<file path="src/rtl/core/x86_page_table_walker_macros.svh">
// Assertion macros used by the page-table walker step module.
`ifndef X86_PAGE_TABLE_WALKER_MACROS_SVH
`define X86_PAGE_TABLE_WALKER_MACROS_SVH

`ifndef SYNTHESIS

`define PTW_ASSERT(lbl, clk, rst_n, prop) \
    lbl: assert property (@(posedge clk) disable iff (!rst_n) (prop)) \
        else $error("page walker check failed");

`define PTW_ASSERT_IMPL(lbl, clk, rst_n, ante, cons) \
    lbl: assert property (@(posedge clk) disable iff (!rst_n) (ante) |-> (cons)) \
        else $error("page walker check failed");

`define PTW_ASSERT_NEXT(lbl, clk, rst_n, ante, cons) \
    lbl: assert property (@(posedge clk) disable iff (!rst_n) (ante) |=> (cons)) \
        else $error("page walker check failed");

`else

`define PTW_ASSERT(lbl, clk, rst_n, prop)
`define PTW_ASSERT_IMPL(lbl, clk, rst_n, ante, cons)
`define PTW_ASSERT_NEXT(lbl, clk, rst_n, ante, cons)

`endif

`endif

</file>
<file path="src/rtl/core/ptw_pkg.sv">
// Types and constants of the page-table walker.
package ptw_pkg;

    localparam int VA_W     = 48;
    localparam int PA_W     = 52;
    localparam int ENTRY_W  = 64;
    localparam int PAB_W    = 6;
    localparam int IDX_W    = 9;
    localparam int CFG_IDX_W = 1;

    localparam logic [PAB_W-1:0] PHYS_BITS_RESET = 6'd36;

    // Register indexes of the configuration port
    localparam logic [CFG_IDX_W-1:0] REG_ROOT_BASE = 1'd0;
    localparam logic [CFG_IDX_W-1:0] REG_PHYS_BITS = 1'd1;

    // Action codes of an input item
    localparam logic ACT_REQUEST = 1'b0;
    localparam logic ACT_ENTRY   = 1'b1;

    localparam logic [PA_W-1:0] PAE_ROOT_MASK = 52'h0_0000_FFFF_FFE0;
    localparam logic [PA_W-1:0] OFF_4K        = 52'h0_0000_0000_0FFF;
    localparam logic [PA_W-1:0] OFF_2M        = 52'h0_0000_001F_FFFF;
    localparam logic [PA_W-1:0] OFF_1G        = 52'h0_0000_3FFF_FFFF;
    localparam int              LARGE_BIT     = 7;

    typedef enum logic [1:0] {
        KIND_READ  = 2'd0,
        KIND_DONE  = 2'd1,
        KIND_ERROR = 2'd2
    } kind_t;

    typedef enum logic [1:0] {
        PAGE_4K = 2'd0,
        PAGE_2M = 2'd1,
        PAGE_1G = 2'd2
    } page_t;

    typedef struct packed {
        logic               action;
        logic               long_mode;
        logic [VA_W-1:0]    vaddr;
        logic [ENTRY_W-1:0] entry_data;
    } req_item_t;

    typedef struct packed {
        kind_t           kind;
        logic [PA_W-1:0] address;
        page_t           page_size;
        logic [1:0]      walk_level;
    } rsp_item_t;

endpackage

</file>
<file path="src/rtl/core/ptw_if.sv">
// Request and response channel interfaces of the page-table walker.
interface ptw_req_if;
    logic                         valid;
    logic                         ready;
    logic                         action;
    logic                         long_mode;
    logic [ptw_pkg::VA_W-1:0]     vaddr;
    logic [ptw_pkg::ENTRY_W-1:0]  entry_data;

    modport source (output valid, action, long_mode, vaddr, entry_data,
                    input ready);
    modport sink   (input valid, action, long_mode, vaddr, entry_data,
                    output ready);
endinterface

interface ptw_rsp_if;
    logic                     valid;
    logic                     ready;
    ptw_pkg::kind_t           kind;
    logic [ptw_pkg::PA_W-1:0] address;
    ptw_pkg::page_t           page_size;
    logic [1:0]               walk_level;

    modport source (output valid, kind, address, page_size, walk_level, input ready);
    modport sink   (input valid, kind, address, page_size, walk_level, output ready);
endinterface

</file>
<file path="src/rtl/core/ptw_in_stage.sv">
// Input register stage of the page-table walker.
module ptw_in_stage
(
    input  logic                clk,
    input  logic                rst_n,
    ptw_req_if.sink             req,
    input  logic                advance,
    output logic                item_valid,
    output ptw_pkg::req_item_t  item
);

    logic               valid_reg;
    logic               valid_next;
    ptw_pkg::req_item_t item_reg;
    logic               take;

    assign req.ready = !valid_reg || advance;
    assign take      = req.valid && req.ready;

    always_comb
    begin
        valid_next = valid_reg;
        if (take)
        begin
            valid_next = 1'b1;
        end
        else if (advance)
        begin
            valid_next = 1'b0;
        end
    end

    always_ff @(posedge clk or negedge rst_n)
    begin
        if (!rst_n)
        begin
            valid_reg <= 1'b0;
        end
        else
        begin
            valid_reg <= valid_next;
        end
    end

    always_ff @(posedge clk)
    begin
        if (take)
        begin
            item_reg.action     <= req.action;
            item_reg.long_mode  <= req.long_mode;
            item_reg.vaddr      <= req.vaddr;
            item_reg.entry_data <= req.entry_data;
        end
    end

    assign item_valid = valid_reg;
    assign item       = item_reg;

endmodule

</file>
<file path="src/rtl/core/ptw_step.sv">
// One walk step: walk state and the address logic for one item.
`include "x86_page_table_walker_macros.svh"

module ptw_step
(
    input  logic                        clk,
    input  logic                        rst_n,
    input  logic                        fire,
    input  ptw_pkg::req_item_t          item,
    input  logic [ptw_pkg::PA_W-1:0]    root_base,
    input  logic [ptw_pkg::PAB_W-1:0]   phys_bits,
    output ptw_pkg::rsp_item_t          res
);

    logic                       busy_reg;
    logic                       busy_next;
    logic                       mode_reg;
    logic                       mode_next;
    logic [ptw_pkg::VA_W-1:0]   va_reg;
    logic [ptw_pkg::VA_W-1:0]   va_next;
    logic [1:0]                 level_reg;
    logic [1:0]                 level_next;

    logic [ptw_pkg::PA_W-1:0]   pmask;
    logic [ptw_pkg::PA_W-1:0]   entry_base;
    logic [ptw_pkg::PA_W-1:0]   read_base;
    logic [ptw_pkg::IDX_W-1:0]  read_idx;
    logic [1:0]                 read_lvl;
    logic                       do_read;
    logic                       do_fin;
    logic [ptw_pkg::PA_W-1:0]   fin_off;
    ptw_pkg::page_t             fin_size;
    logic                       page_bit;

    // Implemented physical address bits, page offset cleared
    always_comb
    begin
        for (int i = 0; i < ptw_pkg::PA_W; i++)
        begin
            pmask[i] = (i >= 12) && (6'(i) < phys_bits);
        end
    end

    assign entry_base = item.entry_data[ptw_pkg::PA_W-1:0] & pmask;
    assign page_bit   = item.entry_data[ptw_pkg::LARGE_BIT];

    always_comb
    begin
        busy_next  = busy_reg;
        mode_next  = mode_reg;
        va_next    = va_reg;
        level_next = level_reg;
        read_base  = entry_base;
        read_idx   = '0;
        read_lvl   = 2'd0;
        do_read    = 1'b0;
        do_fin     = 1'b0;
        fin_off    = ptw_pkg::OFF_4K;
        fin_size   = ptw_pkg::PAGE_4K;

        res.kind       = ptw_pkg::KIND_ERROR;
        res.address    = '0;
        res.page_size  = ptw_pkg::PAGE_4K;
        res.walk_level = 2'd0;

        if (item.action == ptw_pkg::ACT_REQUEST)
        begin
            if (busy_reg)
            begin
                // drop the walk in progress
                busy_next  = 1'b0;
                level_next = 2'd0;
            end
            else
            begin
                busy_next = 1'b1;
                mode_next = item.long_mode;
                do_read   = 1'b1;
                if (item.long_mode)
                begin
                    va_next   = item.vaddr;
                    read_base = root_base & pmask;
                    read_idx  = item.vaddr[47:39];
                end
                else
                begin
                    va_next   = {16'b0, item.vaddr[31:0]};
                    read_base = root_base & ptw_pkg::PAE_ROOT_MASK;
                    read_idx  = {7'b0, item.vaddr[31:30]};
                end
            end
        end
        else if (busy_reg)
        begin
            if (mode_reg)
            begin
                case (level_reg)
                    2'd0:
                    begin
                        do_read  = 1'b1;
                        read_idx = va_reg[38:30];
                        read_lvl = 2'd1;
                    end
                    2'd1:
                    begin
                        if (page_bit)
                        begin
                            do_fin   = 1'b1;
                            fin_off  = ptw_pkg::OFF_1G;
                            fin_size = ptw_pkg::PAGE_1G;
                        end
                        else
                        begin
                            do_read  = 1'b1;
                            read_idx = va_reg[29:21];
                            read_lvl = 2'd2;
                        end
                    end
                    2'd2:
                    begin
                        if (page_bit)
                        begin
                            do_fin   = 1'b1;
                            fin_off  = ptw_pkg::OFF_2M;
                            fin_size = ptw_pkg::PAGE_2M;
                        end
                        else
                        begin
                            do_read  = 1'b1;
                            read_idx = va_reg[20:12];
                            read_lvl = 2'd3;
                        end
                    end
                    default:
                    begin
                        do_fin = 1'b1;
                    end
                endcase
            end
            else
            begin
                case (level_reg)
                    2'd0:
                    begin
                        do_read  = 1'b1;
                        read_idx = va_reg[29:21];
                        read_lvl = 2'd1;
                    end
                    2'd1:
                    begin
                        if (page_bit)
                        begin
                            do_fin   = 1'b1;
                            fin_off  = ptw_pkg::OFF_2M;
                            fin_size = ptw_pkg::PAGE_2M;
                        end
                        else
                        begin
                            do_read  = 1'b1;
                            read_idx = va_reg[20:12];
                            read_lvl = 2'd2;
                        end
                    end
                    default:
                    begin
                        do_fin = 1'b1;
                    end
                endcase
            end
        end

        if (do_read)
        begin
            res.kind       = ptw_pkg::KIND_READ;
            res.address    = read_base + {40'b0, read_idx, 3'b0};
            res.walk_level = read_lvl;
            level_next     = read_lvl;
        end
        else if (do_fin)
        begin
            res.kind      = ptw_pkg::KIND_DONE;
            res.address   = (entry_base & ~fin_off) | ({4'b0, va_reg} & fin_off);
            res.page_size = fin_size;
            busy_next     = 1'b0;
            level_next    = 2'd0;
        end
    end

    always_ff @(posedge clk or negedge rst_n)
    begin
        if (!rst_n)
        begin
            busy_reg  <= 1'b0;
            mode_reg  <= 1'b0;
            va_reg    <= '0;
            level_reg <= 2'd0;
        end
        else if (fire)
        begin
            busy_reg  <= busy_next;
            mode_reg  <= mode_next;
            va_reg    <= va_next;
            level_reg <= level_next;
        end
    end

    // a read leaves the walk waiting for that level's entry
    `PTW_ASSERT_NEXT(a_rd_wait, clk, rst_n, fire && do_read, busy_reg && level_reg == $past(read_lvl))
    // done and error both end the walk
    `PTW_ASSERT_NEXT(a_end_idles, clk, rst_n, fire && !do_read, !busy_reg)
    // three-level walk never reads a fourth table
    `PTW_ASSERT_IMPL(a_pae_depth, clk, rst_n, fire && !mode_reg && busy_reg, res.walk_level != 2'd3)
    // three-level walk has no 1G pages
    `PTW_ASSERT_IMPL(a_pae_2m, clk, rst_n, fire && !mode_reg && do_fin, fin_size != ptw_pkg::PAGE_1G)

endmodule

</file>
<file path="src/rtl/core/x86_page_table_walker.sv">
// Top level of the page-table walker: config registers, step logic, result register.
//
//  channel  role   carries
//  -------  -----  ---------------------------------------------------------
//  req      sink   request (virtual address, mode) or returned table entry
//  rsp      source entry read address, translated address, or error
//  cfg_*    write  root_table_base (index 0), phys_addr_bits (index 1)
//
// Each item waits in the input register while the step logic works on it and
// lands in the result register once that register is free or being taken.
// One item is accepted per cycle unless rsp stalls; the step logic is one 52-bit add.
// Reset clears the walk state and the valid flags; config returns to 0 and 36.
// A stalled rsp holds the result register; req then fills the input register
// and stalls behind it.
module x86_page_table_walker
(
    input  logic                             clk,
    input  logic                             rst_n,
    ptw_req_if.sink                          req,
    ptw_rsp_if.source                        rsp,
    input  logic                             cfg_we,
    input  logic [ptw_pkg::CFG_IDX_W-1:0]    cfg_index,
    input  logic [ptw_pkg::PA_W-1:0]         cfg_wdata
);

    logic [ptw_pkg::PA_W-1:0]   root_base_reg;
    logic [ptw_pkg::PAB_W-1:0]  phys_bits_reg;

    logic                       item_valid;
    ptw_pkg::req_item_t         item;
    ptw_pkg::rsp_item_t         res;
    logic                       out_free;
    logic                       fire;

    logic                       out_valid_reg;
    logic                       out_valid_next;
    ptw_pkg::rsp_item_t         out_item_reg;

    always_ff @(posedge clk or negedge rst_n)
    begin
        if (!rst_n)
        begin
            root_base_reg <= '0;
            phys_bits_reg <= ptw_pkg::PHYS_BITS_RESET;
        end
        else if (cfg_we)
        begin
            case (cfg_index)
                ptw_pkg::REG_ROOT_BASE: root_base_reg <= cfg_wdata;
                ptw_pkg::REG_PHYS_BITS: phys_bits_reg <= cfg_wdata[ptw_pkg::PAB_W-1:0];
                default: ;
            endcase
        end
    end

    assign out_free = !out_valid_reg || rsp.ready;
    assign fire     = item_valid && out_free;

    ptw_in_stage u_in_stage
    (
        .clk        (clk),
        .rst_n      (rst_n),
        .req        (req),
        .advance    (out_free),
        .item_valid (item_valid),
        .item       (item)
    );

    ptw_step u_step
    (
        .clk        (clk),
        .rst_n      (rst_n),
        .fire       (fire),
        .item       (item),
        .root_base  (root_base_reg),
        .phys_bits  (phys_bits_reg),
        .res        (res)
    );

    always_comb
    begin
        out_valid_next = out_valid_reg;
        if (fire)
        begin
            out_valid_next = 1'b1;
        end
        else if (rsp.ready)
        begin
            out_valid_next = 1'b0;
        end
    end

    always_ff @(posedge clk or negedge rst_n)
    begin
        if (!rst_n)
        begin
            out_valid_reg <= 1'b0;
        end
        else
        begin
            out_valid_reg <= out_valid_next;
        end
    end

    // hold the result until taken
    always_ff @(posedge clk)
    begin
        if (fire)
        begin
            out_item_reg <= res;
        end
    end

    assign rsp.valid      = out_valid_reg;
    assign rsp.kind       = out_item_reg.kind;
    assign rsp.address    = out_item_reg.address;
    assign rsp.page_size  = out_item_reg.page_size;
    assign rsp.walk_level = out_item_reg.walk_level;

endmodule

</file>
<file path="src/flat_wrapper.sv">
// flat-port wrapper written by rule: the top's interface ports become plain ports
module x86_page_table_walker_flat 
  (clk, rst_n, cfg_we, cfg_index, cfg_wdata, req_valid, req_action, req_long_mode, req_vaddr, req_entry_data, req_ready, rsp_valid, rsp_kind, rsp_address, rsp_page_size, rsp_walk_level, rsp_ready);
  ptw_req_if req_i ();
  ptw_rsp_if rsp_i ();
  input  logic clk;
  input  logic rst_n;
  input  logic cfg_we;
  input  logic [ptw_pkg::CFG_IDX_W-1:0] cfg_index;
  input  logic [ptw_pkg::PA_W-1:0] cfg_wdata;
  input wire logic [$bits(req_i.valid)-1:0] req_valid;
  input wire logic [$bits(req_i.action)-1:0] req_action;
  input wire logic [$bits(req_i.long_mode)-1:0] req_long_mode;
  input wire logic [$bits(req_i.vaddr)-1:0] req_vaddr;
  input wire logic [$bits(req_i.entry_data)-1:0] req_entry_data;
  output wire logic [$bits(req_i.ready)-1:0] req_ready;
  output wire logic [$bits(rsp_i.valid)-1:0] rsp_valid;
  output wire logic [$bits(rsp_i.kind)-1:0] rsp_kind;
  output wire logic [$bits(rsp_i.address)-1:0] rsp_address;
  output wire logic [$bits(rsp_i.page_size)-1:0] rsp_page_size;
  output wire logic [$bits(rsp_i.walk_level)-1:0] rsp_walk_level;
  input wire logic [$bits(rsp_i.ready)-1:0] rsp_ready;
  assign req_i.valid = req_valid;
  assign req_i.action = req_action;
  assign req_i.long_mode = req_long_mode;
  assign req_i.vaddr = req_vaddr;
  assign req_i.entry_data = req_entry_data;
  assign req_ready = req_i.ready;
  assign rsp_valid = rsp_i.valid;
  assign rsp_kind = rsp_i.kind;
  assign rsp_address = rsp_i.address;
  assign rsp_page_size = rsp_i.page_size;
  assign rsp_walk_level = rsp_i.walk_level;
  assign rsp_i.ready = rsp_ready;
  x86_page_table_walker u_core (.clk(clk), .rst_n(rst_n), .req(req_i), .rsp(rsp_i), .cfg_we(cfg_we), .cfg_index(cfg_index), .cfg_wdata(cfg_wdata));
endmodule
</file>
<file path="config.mk">
export PLATFORM = sky130hd
export DESIGN_NAME = x86_page_table_walker_flat
export DESIGN_NICKNAME = d
export VERILOG_FILES = /design/src/rtl/core/ptw_pkg.sv /design/src/rtl/core/ptw_if.sv /design/src/rtl/core/ptw_in_stage.sv /design/src/rtl/core/ptw_step.sv /design/src/rtl/core/x86_page_table_walker.sv /design/src/flat_wrapper.sv
export VERILOG_INCLUDE_DIRS = /design/src /design/src/rtl/core
export SDC_FILE = /design/constraint.sdc
export NUM_CORES = 1
export LEC_CHECK = 0
export BUFFER_PORTS_ARGS = -buffer_cell sky130_fd_sc_hd__buf_2
export CORE_MARGIN = 2
export CORE_UTILIZATION = 55
export CTS_CLUSTER_DIAMETER = 80
export DETAILED_ROUTE_END_ITERATION = 8
export PLACE_DENSITY = 0.82
export SKIP_LAST_GASP = 1
export SYNTH_ARGS = -nofsm -noshare
export SYNTH_HDL_FRONTEND = slang
export SYNTH_SLANG_ARGS = --single-unit
</file>
<file path="constraint.sdc">
create_clock -name clk -period 4.62 [get_ports clk]
set_input_delay 0.462 -clock clk [delete_from_list [all_inputs] [get_ports clk]]
set_output_delay 0.462 -clock clk [all_outputs]
set_load 0.02 [all_outputs]
</file>
# Word level (Yosys, flattened, before mapping)
# Cells that the tools add are included.
totals:
  word_cells: 146
  ff_bits: 272
classes:
  magnitude_cmp: 40
  eq_ne: 3
  bitwise: 10
  add_sub_neg: 1
  n_mux: 60
  reduce_logical: 16
ops:
  columns: ["op", "n"]
  rows:
  - ["52-bit two-way mux", 8]
  - ["52-bit bitwise AND", 3]
  - ["6-bit < comparator (first input constant)", 20]
  - ["5-bit by 6-bit < comparator with 1-bit output (first input constant)", 16]
  - ["9-bit two-way mux", 7]
  - ["30-bit one-hot mux with 2 select lines", 1]
  - ["56-bit two-way mux", 1]
  - ["52-bit by 12-bit adder with 52-bit output", 1]
  - ["48-bit by 52-bit bitwise AND with 52-bit output", 1]
  - ["52-bit inverter", 1]
  - ["52-bit bitwise OR", 1]
  - ["48-bit two-way mux", 1]
  - ["30-bit two-way mux", 1]
  - ["2-bit two-way mux", 14]
  - ["9-bit one-hot mux with 3 select lines", 1]
  - ["4-bit by 6-bit < comparator with 1-bit output (first input constant)", 4]
  - ["21-bit two-way mux", 1]
  - ["9-bit one-hot mux with 2 select lines", 1]
  - ["1-bit two-way mux", 17]
  - ["1-bit one-hot mux with 2 select lines", 4]
  - ["2-bit one-hot mux with 2 select lines", 2]
  - ["2-bit one-hot mux with 3 select lines", 1]
  - ["3-bit AND reduction", 2]
  - ["1-bit inverter", 4]
  - ["12 further kinds", 17]

# Longest topological paths before layout
# Gate-level depths: netlist of run 1.
depth:
  ltp_word: 10
  ltp_mapped: 19
  depth_no_buf: 17

# Modules after synthesis
# From an unflattened synthesis of run 1, not the netlist that was laid out.
hier_totals:
  cells_unflattened: 1065
  hier_area_um2: 13520.5
by_module_without_submodules:
  columns: ["module", "instances", "cells_each", "area_each_um2"]
  rows:
  - ["ptw_step", 1, 761, 5825.6]
  - ["x86_page_table_walker", 1, 186, 4217.8]
  - ["ptw_in_stage", 1, 118, 3477.1]

# Worst setup path before layout of run 1
# Ideal clock, no wire load.
synth_path:
  path_type: "register -> register"
  from: "register u_core.u_step.level_reg[0]"
  to: "register u_core.out_item_reg (netlist bit u_core.rsp.address[40]) (data pin)"
  period_less_slack_ps: 4122
  n_path_buf: 2
  setup_ps: 257
  t_required_ps: 4363
  arrival_ps: 3865
  slack_ps: 498
  path_stages_with_launch: 19
  cell_sequence: "dfrtp_1 -> inv_1 -> ha_1 -> clkbuf_1 -> clkbuf_1 -> nand2_1 -> nand2_1 -> o221ai_1 -> o21a_1 -> inv_1 -> ha_1 -> a21o_1 -> a2111o_1 -> a21o_1 -> a21oi_1 -> nand4b_4 -> nor4_2 -> xnor2_1 -> a32o_1"
synth_lines:
  columns: ["item", "line", "text"]
  rows:
  - ["from (decl)", "ptw_step.sv:21", "logic [1:0] level_reg;"]
  - ["from (signal assigned)", "ptw_step.sv:203", "level_reg <= level_next;"]
  - ["to (signal assigned)", "x86_page_table_walker.sv:110", "out_item_reg <= res;"]
  - ["to (decl)", "x86_page_table_walker.sv:37", "ptw_pkg::rsp_item_t out_item_reg;"]

==> impl_metrics.csv, run 1 <==
group,metric,value,unit
status,status,"complete, but fails checks",
status,failed_checks,"negative hold slack",
placed_design,placed_area,13800,um2
sta,rsz0062_at_grt,"no",
drt,highest_layer,"met4",
cells_and_area,fill_cells,1735,
global_routing,antenna_found_initial,0,
pwr,p_leak,5.79,nW
floorplan,initial_core_util,55.7,%
clock_network,cts-root-buf,"clkbuf_16",
clock_network,cts.reportedPaths.clkPinSlew,70,ps
clock_network,tritoncts,"built",
placed_design,dp_hpwl,24100,um
clock_network,cts_sinks,247,
placed_design,numPortBuffers,208,
global_routing,grt_pass1_wl,52500,um
critical_path,crit_family,"simple AND/OR/NAND/NOR gates",
global_routing,grt_max_degree,68,
global_routing,overflow,0,
drt,dr_wl_met3,2900,um
drt,dr.pass1.iters,6,
pwr,power.total,7.32,mW
yosys,synth.distinct_cells,94,
floorplan,die_h,155,um
yosys,synth_edf_count,149,
pwr,vdd_drop_max,0.369,mV
sta,finalHoldViolCount,14,
drt,drc,0,
sta,drv_slew,0,
clock_network,postCtsHoldBufs,0,
yosys,mappedNetlistNets,1238,
pwr,pwr_density_cell,499,nW/um2
yosys,yosysTopAreaCell,"edfxtp_1",
critical_path,cp_cell_sequence,"or2_4 -> nor2_2 -> and2_1 -> ha_1 -> inv_1 -> fa_1 -> nand2b_1 -> a21oi_1 -> o211ai_1 -> nand2_1 -> nand4_2 -> buf_4 -> nor3_2 -> a31o_2 -> nand3_1",
drt,vias_per_cell,6.16,
sta,timing.fmax,229,MHz
sta,fin_skew,15.4,ps
clock_network,h-tree-depth,1,
drt,wire_per_inst,22.5,um
drt,wl_met1,14700,um
global_routing,grt_use_total,28.4,%
critical_path,critPathLaunchType,"register",
clock_network,clockBufferDepth,3,
drt,routed_wl,34900,um
critical_path,worstSetupPathType,"reg -> reg",
yosys,synthArstFlopShare,39.7,%
yosys,synthFlopType,"edfxtp_1",
critical_path,max_stage_delay,560,ps
drt,dr.first_iter.drc_count,961,
yosys,ys_warn_count,0,
floorplan,pin_count,232,
floorplan,fp.dieArea,24100,um2
clock_network,cts_buffers,26,
floorplan,die_w,155,um
cells_and_area,synthToLayoutAreaGrowth,16.7,%
sta,relSlewSlack,27.2,%
sta,worstMarginPinSlew,1090,ps
yosys,post-synth-top-area-fraction,35.6,%
sta,fin_crit_sh,94.5,%
critical_path,slowest_stage,"edfxtp_1",
cells_and_area,drive_above_1_share,33.0,%
yosys,synthTopCellsByArea,"edfxtp_1, dfrtp_1, mux2_2, nand2_1, o21ai_0",
global_routing,grt_pass1_vias,9237,
run,maxCapViolCount,0,
critical_path,end_kind,"register",
critical_path,crit_fanout,22,
sta,whs,-7.18,ps
clock_network,clock_latency,540,ps
floorplan,coreArea,22600,um2
yosys,netlist_area,12600,um2
cells_and_area,fin_cells,1555,
placed_design,dp_cells,1507,
yosys,synthCells,1051,
yosys,ys_ff_latch,247,
cells_and_area,final_area,14700,um2
critical_path,worstPathArrival,4640,ps
placed_design,pre_cts_slack,287,ps
yosys,syn_avg_cell_area,12.0,um2
drt,antenna_left,0,
floorplan,rows,55,
sta,fin_setup_tns,0,ps
sta,setup_violations,0,
cells_and_area,final_common_cell,"buf_2",
critical_path,critPathRequiredTime,4890,ps
critical_path,worst-path-buf-inv,2,
sta,min_period,4360,ps
cells_and_area,diodes,0,
yosys,synth-seq-area-share,55.1,%
sta,layout_setup_ws,255,ps
drt,vias,9586,
cells_and_area,largest_register_ff_count,91,
drt,dr_wl_met2,16200,um
min_path,hold_class,"in -> async",
cells_and_area,most-common-layout-cells,"buf_2, edfxtp_1, nand2_1, dfrtp_1, mux2_2",
placed_design,gp_congestion,0.916,
cells_and_area,finalNetCount,1437,
path summary, 6_finish.rpt:
kind / end / from / slack, ps / cells past startpoint
worst max-delay path: u_core.rsp.address[51] / u_core.u_in_stage.item[113] / 260 / 15
worst min-delay path: u_core.root_base_reg[29] / rst_n / -7 / 1
worst max register to register: u_core.rsp.address[51] / u_core.u_in_stage.item[113] / 260 / 15
worst min register to register: u_core.u_step.va_reg[24] / u_core.u_in_stage.item[88] / 480 / 1
max in group asynchronous: u_core.u_step.va_reg[1] / rst_n / 3570 / 2
min in group clk: u_core.u_in_stage.item[97] / req_vaddr[33] / 100 / 1
metrics by stage:
stage,utilization [%],hold slack [ps]
6_report,65.0,-7.18
4_1_cts,65.0,14.3
2_1_floorplan,-,166
5_1_grt,65.0,40.8
3_5_place_dp,61.1,468
3_3_place_gp,61.1,457
Yosys cell counts, drive strengths merged (20+ instances only):
master and number:
nor3 20, dfrtp 96, a21oi 44, xnor2 24, nand3 35, o21ai 61
mux2 92, clkbuf 30, nor2 51, buf 37, nand2 108, edfxtp 149
routing by layer:
layer  vias up  GRT usage [%]
met3        75           3.79
met4         0           9.17
met5         -              0
met1      4612           40.9
met2       508           45.4
li1       4391              -
where the power goes:
| part | switching (mW) | internal, mW |
|---|---|---|
| logic | 1.23 | 0.817 |
| registers | 0.372 | 2.79 |
| clock network | 0.860 | 1.25 |
| total | 2.46 | 4.86 |
final cells by class:
type | count | area, um2 | area share (%)
clock buffer | 35 | 747 | 5.09
inverter | 14 | 52.6 | 0.358
timing repair buffer | 238 | 1270 | 8.64
tap | 285 | 357 | 2.43
clock inverter | 13 | 129 | 0.878
sequential | 247 | 6930 | 47.2
multi-input combinational | 723 | 5200 | 35.4
cell families (layout without fill, tap and decap cells):
family | count (synthesis) | in the layout | share of synthesized area (%)
AND/OR/NAND/NOR | 328 | 328 | 14.7
adder cells (fa/ha/maj) | 15 | 15 | 1.55
XOR/XNOR | 38 | 38 | 2.65
multiplexers | 96 | 96 | 8.56
AO/OA/AOI/OAI | 246 | 246 | 13.8
buffers and inverters | 81 | 300 | 3.69
flip-flops | 247 | 247 | 55.1
repair_timing:
action | CTS | global route
endpoints found under the setup margin | 0 | 1
buffers inserted | 0 | 0
resized for setup | 0 | 1
Power figures use the tool's default switching activity.
==> inputs of run 2 (changes only) <==
- REMOVE_ABC_BUFFERS: unset -> 1
==> run 2 against run 1 <==
The flow now finishes without violations. Combinational power is essentially flat. Clock power shrank 2%. Die area is the same. Global-route usage shrank 0.27 points. First-iteration DRC count grew 21%. Final area grew 0.30%. Count of clock-buffer cells in the layout is the same. Non-clock buffer count grew 7. Hold slack gained 100 ps. Critical path depth grew 4. Critical path type unchanged. Largest power group unchanged.
==> impl_metrics.csv, run 2 (synthesized netlist as in run 1, its figures left out) <==
group,metric,value,unit
status,status,"finished clean",
sta,fin_skew,14.4,ps
pwr,p_switching,2.45,mW
global_routing,overflow,0,
floorplan,die_w,155,um
placed_design,placed_area,13800,um2
global_routing,antenna_found_initial,1,
critical_path,slowest_stage,"dfrtp_1",
pwr,p_sw_share,33.8,%
sta,min_period,4340,ps
clock_network,clockBufferDepth,3,
critical_path,crit_fanout,13,
global_routing,grt_use_total,28.2,%
cells_and_area,synthToLayoutAreaGrowth,17.1,%
cells_and_area,fill_cells,1722,
floorplan,coreArea,22600,um2
cells_and_area,multi_input_area,5210,um2
clock_network,cts_setup_buffers,0,
clock_network,clock_latency,540,ps
clock_network,h-tree-depth,1,
pwr,clkPwrFrac,28.5,%
pwr,pwr-share-comb,28.3,%
critical_path,critPathLaunchType,"register",
critical_path,cp_cell_sequence,"inv_1 -> ha_1 -> nand2b_1 -> nor2_1 -> buf_4 -> a221o_1 -> a32o_1 -> ha_1 -> inv_1 -> fa_1 -> nand2b_1 -> a21oi_1 -> o211ai_1 -> nand2_1 -> nand4_2 -> buf_4 -> nor3_2 -> a31o_2 -> nand3_1",
pwr,p_leak,5.82,nW
sta,worstMarginPinSlew,1080,ps
pwr,share_seq_of_total_power,43.2,%
critical_path,max_stage_delay,400,ps
floorplan,initial_core_util,55.7,%
floorplan,rows,55,
placed_design,pre_cts_slack,258,ps
global_routing,grt_pass1_vias,9387,
clock_network,cts_sinks,247,
cells_and_area,largest_register_ff_count,91,
critical_path,critPathRequiredTime,4900,ps
pwr,p_int,4.81,mW
sta,whs,96.3,ps
placed_design,numPortBuffers,208,
run,maxCapViolCount,0,
floorplan,pin_count,232,
critical_path,worstPathArrival,4610,ps
sta,setup_violations,0,
floorplan,fp.dieArea,24100,um2
drt,drc,0,
pwr,vdd_drop_max,0.312,mV
global_routing,grt_pass1_wl,52100,um
drt,dr.first_iter.drc_count,1162,
clock_network,cts-root-buf,"clkbuf_16",
sta,layout_setup_ws,284,ps
cells_and_area,finalNetCount,1444,
drt,antenna_left,0,
drt,vias_per_cell,6.24,
drt,dr.pass1.iters,8,
clock_network,tritoncts,"built",
cells_and_area,drive_above_1_share,33.3,%
cells_and_area,most-common-layout-cells,"buf_2, edfxtp_1, nand2_1, dfrtp_1, mux2_2",
clock_network,cts_buffers,26,
sta,relSlewSlack,27.9,%
placed_design,dp_hpwl,24000,um
sta,finalHoldViolCount,0,
drt,vias,9742,
critical_path,end_kind,"register",
sta,drv_slew,0,
min_path,hold_class,"in -> reg",
pwr,pwr_density_cell,493,nW/um2
floorplan,die_h,155,um
cells_and_area,seqCellArea,6930,um2
drt,routed_wl,34700,um
sta,fin_crit_sh,93.9,%
global_routing,grt_max_degree,64,
sta,timing.fmax,231,MHz
cells_and_area,diodes,0,
cells_and_area,final_area,14700,um2
cells_and_area,final_common_cell,"buf_2",
placed_design,gp_congestion,0.945,
drt,wire_per_inst,22.2,um
clock_network,cts.reportedPaths.clkPinSlew,60,ps
critical_path,worstSetupPathType,"reg -> reg",
run 2: cell count changes in the layout (fill, tap and decap cells not counted), sizes merged:
| cell | previous run | this run |
|---|---|---|
| inv | 13 | 15 |
| buf | 238 | 244 |
| clkinvlp | 3 | 1 |
| dlygate4sd3 | 0 | 1 |
run 2: worst paths after layout:
check / slack (ps) / endpoint / cells past startpoint / start
setup / recovery: 280 / u_core.rsp.address[51] / 19 / u_core.u_step.level_reg[1]
min in group asynchronous: 280 / u_core.phys_bits_reg[0] / 2 / rst_n
hold reg to reg: 470 / u_core.u_step.va_reg[23] / 1 / u_core.u_in_stage.item[87]
hold / removal: 100 / u_core.u_in_stage.item[39] / 1 / req_entry_data[39]
max in group asynchronous: 3310 / u_core.root_base_reg[6] / 3 / rst_n
setup reg to reg: 280 / u_core.rsp.address[51] / 19 / u_core.u_step.level_reg[1]
run 2: power by group through the flow:
stage	registers (mW)	clock network (mW)	logic, mW
2_1_floorplan	3.18	0	1.23
3_3_place_gp	3.15	0	1.97
3_5_place_dp	3.16	0	2.02
4_1_cts	3.12	2.09	2.03
5_1_grt	3.17	2.17	2.23
6_report	3.14	2.07	2.05
run 2: area by class of cell:
cell class	count	share of cell area, %
flip-flops and latches	247	47.1
multi-input cells	723	35.4
repair buffers	245	8.99
clock buffers	35	4.85
well taps	285	2.42
clock inverters	13	0.909
inverters	14	0.357
run 2: timing repair:
item	CTS	global route
gates resized for setup	0	3
endpoints found under the setup margin	0	3
hold endpoints to repair	6	0
hold buffers	1	0
run 2: critical path, delay by kind of cell (launching register included):
| kind | cells | cell delay [ps] |
|---|---|---|
| simple gates | 7 | 1260 |
| compound gates | 5 | 830 |
| fa+ha+maj | 3 | 900 |
| flops | 1 | 400 |
| buf+inv | 4 | 660 |
run 2: routing by layer:
layer / global-route usage (%) / up-vias / wire length, um
met4: 13.4 / 0 / 1740
met3: 4.87 / 108 / 3080
met1: 39.4 / 4678 / 14200
met5: 0 / - / 0
li1: - / 4393 / -
met2: 43.3 / 563 / 15700
run 2: through the flow:
step | TNS [ps] | power (mW) | cells | util, %
global route | -2.99 | 7.57 | 1562 | 65.2
detailed placement | 0 | 5.18 | 1513 | 61.3
floorplan | 0 | 4.41 | 984 | -
finish | 0 | 7.26 | 1562 | 65.2
CTS | 0 | 7.24 | 1562 | 65.1
global placement | 0 | 5.12 | 1513 | 61.3
==> inputs of run 3 (changes only) <==
- clock period: 4.62 -> 4.85 ns (I/O delays scaled with it)
==> run 3 against run 2 <==
Clock power is essentially flat. Worst setup slack gained 83 ps. Count of clock-buffer cells in the layout fell by 3. Via count up 0.61%. Sequential share of layout area grew 0.11 points. Core utilization fell by 0.15 points. Total power shrank 3.2%. Cell count fell by 0.64%. Die area is the same. Sequential cell count unchanged. Combinational power down 5%. Clock skew rose by 4.8 ps. Critical endpoint is now u_core.rsp.address[49].
==> impl_metrics.csv, run 3 (synthesized netlist as in run 1, its figures left out) <==
group,metric,value,unit
status,status,"finished clean",
sta,relSlewSlack,8.46,%
floorplan,fp.dieArea,24100,um2
drt,vias,9801,
pwr,vdd_drop_max,0.332,mV
drt,dr.first_iter.drc_count,910,
drt,antenna_left,0,
drt,highest_layer,"met4",
clock_network,cts_sinks,247,
drt,dr.pass1.iters,6,
clock_network,tritoncts,"built",
floorplan,coreArea,22600,um2
cells_and_area,finalNetCount,1434,
cells_and_area,final_common_cell,"buf_2",
cells_and_area,final_area,14700,um2
sta,drv_slew,0,
clock_network,cts_setup_buffers,0,
pwr,p_leak,5.78,nW
cells_and_area,fill_cells,1751,
cells_and_area,diodes,0,
drt,routed_wl,35200,um
critical_path,end_kind,"register",
sta,timing.fmax,223,MHz
placed_design,pre_cts_slack,587,ps
drt,drc,0,
sta,rsz0062_at_grt,"no",
sta,worstMarginPinSlew,1370,ps
run,maxCapViolCount,0,
clock_network,cts-resized-gates,0,
critical_path,max_stage_delay,510,ps
clock_network,clockBufferDepth,3,
placed_design,dp_cells,1504,
drt,wl_met1,14300,um
drt,wire_per_inst,22.7,um
critical_path,crit_fanout,7,
clock_network,postCtsHoldBufs,0,
sta,fin_setup_tns,0,ps
critical_path,critPathLaunchType,"register",
floorplan,initial_core_util,55.7,%
cells_and_area,synthToLayoutAreaGrowth,16.8,%
drt,dr_wl_met3,3220,um
critical_path,crit_family,"simple AND/OR/NAND/NOR gates",
floorplan,rows,55,
placed_design,dp_hpwl,24300,um
global_routing,overflow,0,
clock_network,cts_buffers,26,
critical_path,critPathRequiredTime,5130,ps
pwr,power.total,7.03,mW
global_routing,grt_use_total,28.6,%
cells_and_area,largest_register_ff_count,91,
critical_path,worstPathArrival,4760,ps
critical_path,worstSetupPathType,"reg -> reg",
floorplan,pin_count,232,
clock_network,clock_latency,550,ps
cells_and_area,drive_above_1_share,32.9,%
global_routing,grt_pass1_vias,9489,
cells_and_area,fin_cells,1552,
placed_design,gp_congestion,0.950,
clock_network,h-tree-depth,1,
critical_path,cp_cell_sequence,"inv_1 -> ha_1 -> nor2b_1 -> buf_4 -> a221o_1 -> o221ai_1 -> o21a_1 -> fa_1 -> nand2b_1 -> a21oi_1 -> o211ai_1 -> nand2_1 -> nand3_1 -> nor4_1 -> buf_4 -> or3_1 -> nand3_1",
clock_network,cts-root-buf,"clkbuf_16",
global_routing,antenna_found_initial,0,
floorplan,die_h,155,um
global_routing,grt_pass1_wl,52900,um
sta,layout_setup_ws,367,ps
cells_and_area,most-common-layout-cells,"buf_2, edfxtp_1, nand2_1, dfrtp_1, mux2_2",
critical_path,slowest_stage,"nor4_1",
placed_design,placed_area,13800,um2
sta,setup_violations,0,
sta,finalHoldViolCount,0,
sta,min_period,4480,ps
drt,vias_per_cell,6.32,
global_routing,grt_max_degree,69,
sta,fin_crit_sh,92.4,%
pwr,pwr_density_cell,478,nW/um2
min_path,hold_class,"in -> async",
floorplan,die_w,155,um
sta,fin_skew,19.2,ps
drt,dr_wl_met2,16200,um
critical_path,worst-path-buf-inv,3,
clock_network,cts.reportedPaths.clkPinSlew,60,ps
placed_design,numPortBuffers,208,
[run 3: cell count changes in the layout (fill, tap and decap cells not counted), moves of 2 or more]
cell	before	now
buf_4	37	28
clkbuf_1	6	2
clkinvlp_4	1	5
nor4_1	5	8
nor4_2	8	5
clkinv_2	5	3
[run 3: path summary, 6_finish.rpt]
path	from	end	slack (ps)	cells after the start
hold reg to reg	u_core.u_in_stage.item[77]	u_core.u_step.va_reg[13]	480	1
setup / recovery	u_core.u_step.level_reg[1]	u_core.rsp.address[49]	370	17
min in group clk	req_entry_data[41]	u_core.u_in_stage.item[41]	110	1
setup reg to reg	u_core.u_step.level_reg[1]	u_core.rsp.address[49]	370	17
max in group asynchronous	rst_n	u_core.u_step.va_reg[11]	3800	2
hold / removal	rst_n	u_core.root_base_reg[51]	70	1
[run 3: layout make-up]
class / instances / area [um2] / area share, %
well taps: 285 / 357 / 2.43
flip-flops and latches: 247 / 6930 / 47.2
repair buffers: 235 / 1250 / 8.48
inverters: 14 / 52.6 / 0.358
multi-input cells: 723 / 5190 / 35.4
clock inverters: 16 / 186 / 1.27
clock buffers: 32 / 724 / 4.93
[run 3: per-layer routing]
layer / GRT usage (%) / up-vias
met5: 0 / -
met3: 4.96 / 96
li1: - / 4381
met4: 11.9 / 0
met2: 44.7 / 537
met1: 39.9 / 4787
[run 3: power by group]
group	total (mW)	switching, mW	internal (mW)	leakage, nW
clock	2.07	0.842	1.23	0.432
sequential	3.00	0.344	2.66	2.61
combinational	1.95	1.19	0.763	2.74
[run 3: stage by stage]
step	hold WS (ps)	util [%]
detailed placement	468	61.0
CTS	104	65.1
floorplan	189	-
global placement	460	61.0
finish	68.3	65.1
global route	103	65.1
[run 3: worst register-to-register path, delay by kind of cell, from the launching register on]
| family | cells | cell delay [ps] |
|---|---|---|
| buf+inv | 3 | 580 |
| flops | 1 | 410 |
| simple gates | 7 | 1580 |
| compound gates | 5 | 980 |
| fa+ha+maj | 2 | 680 |
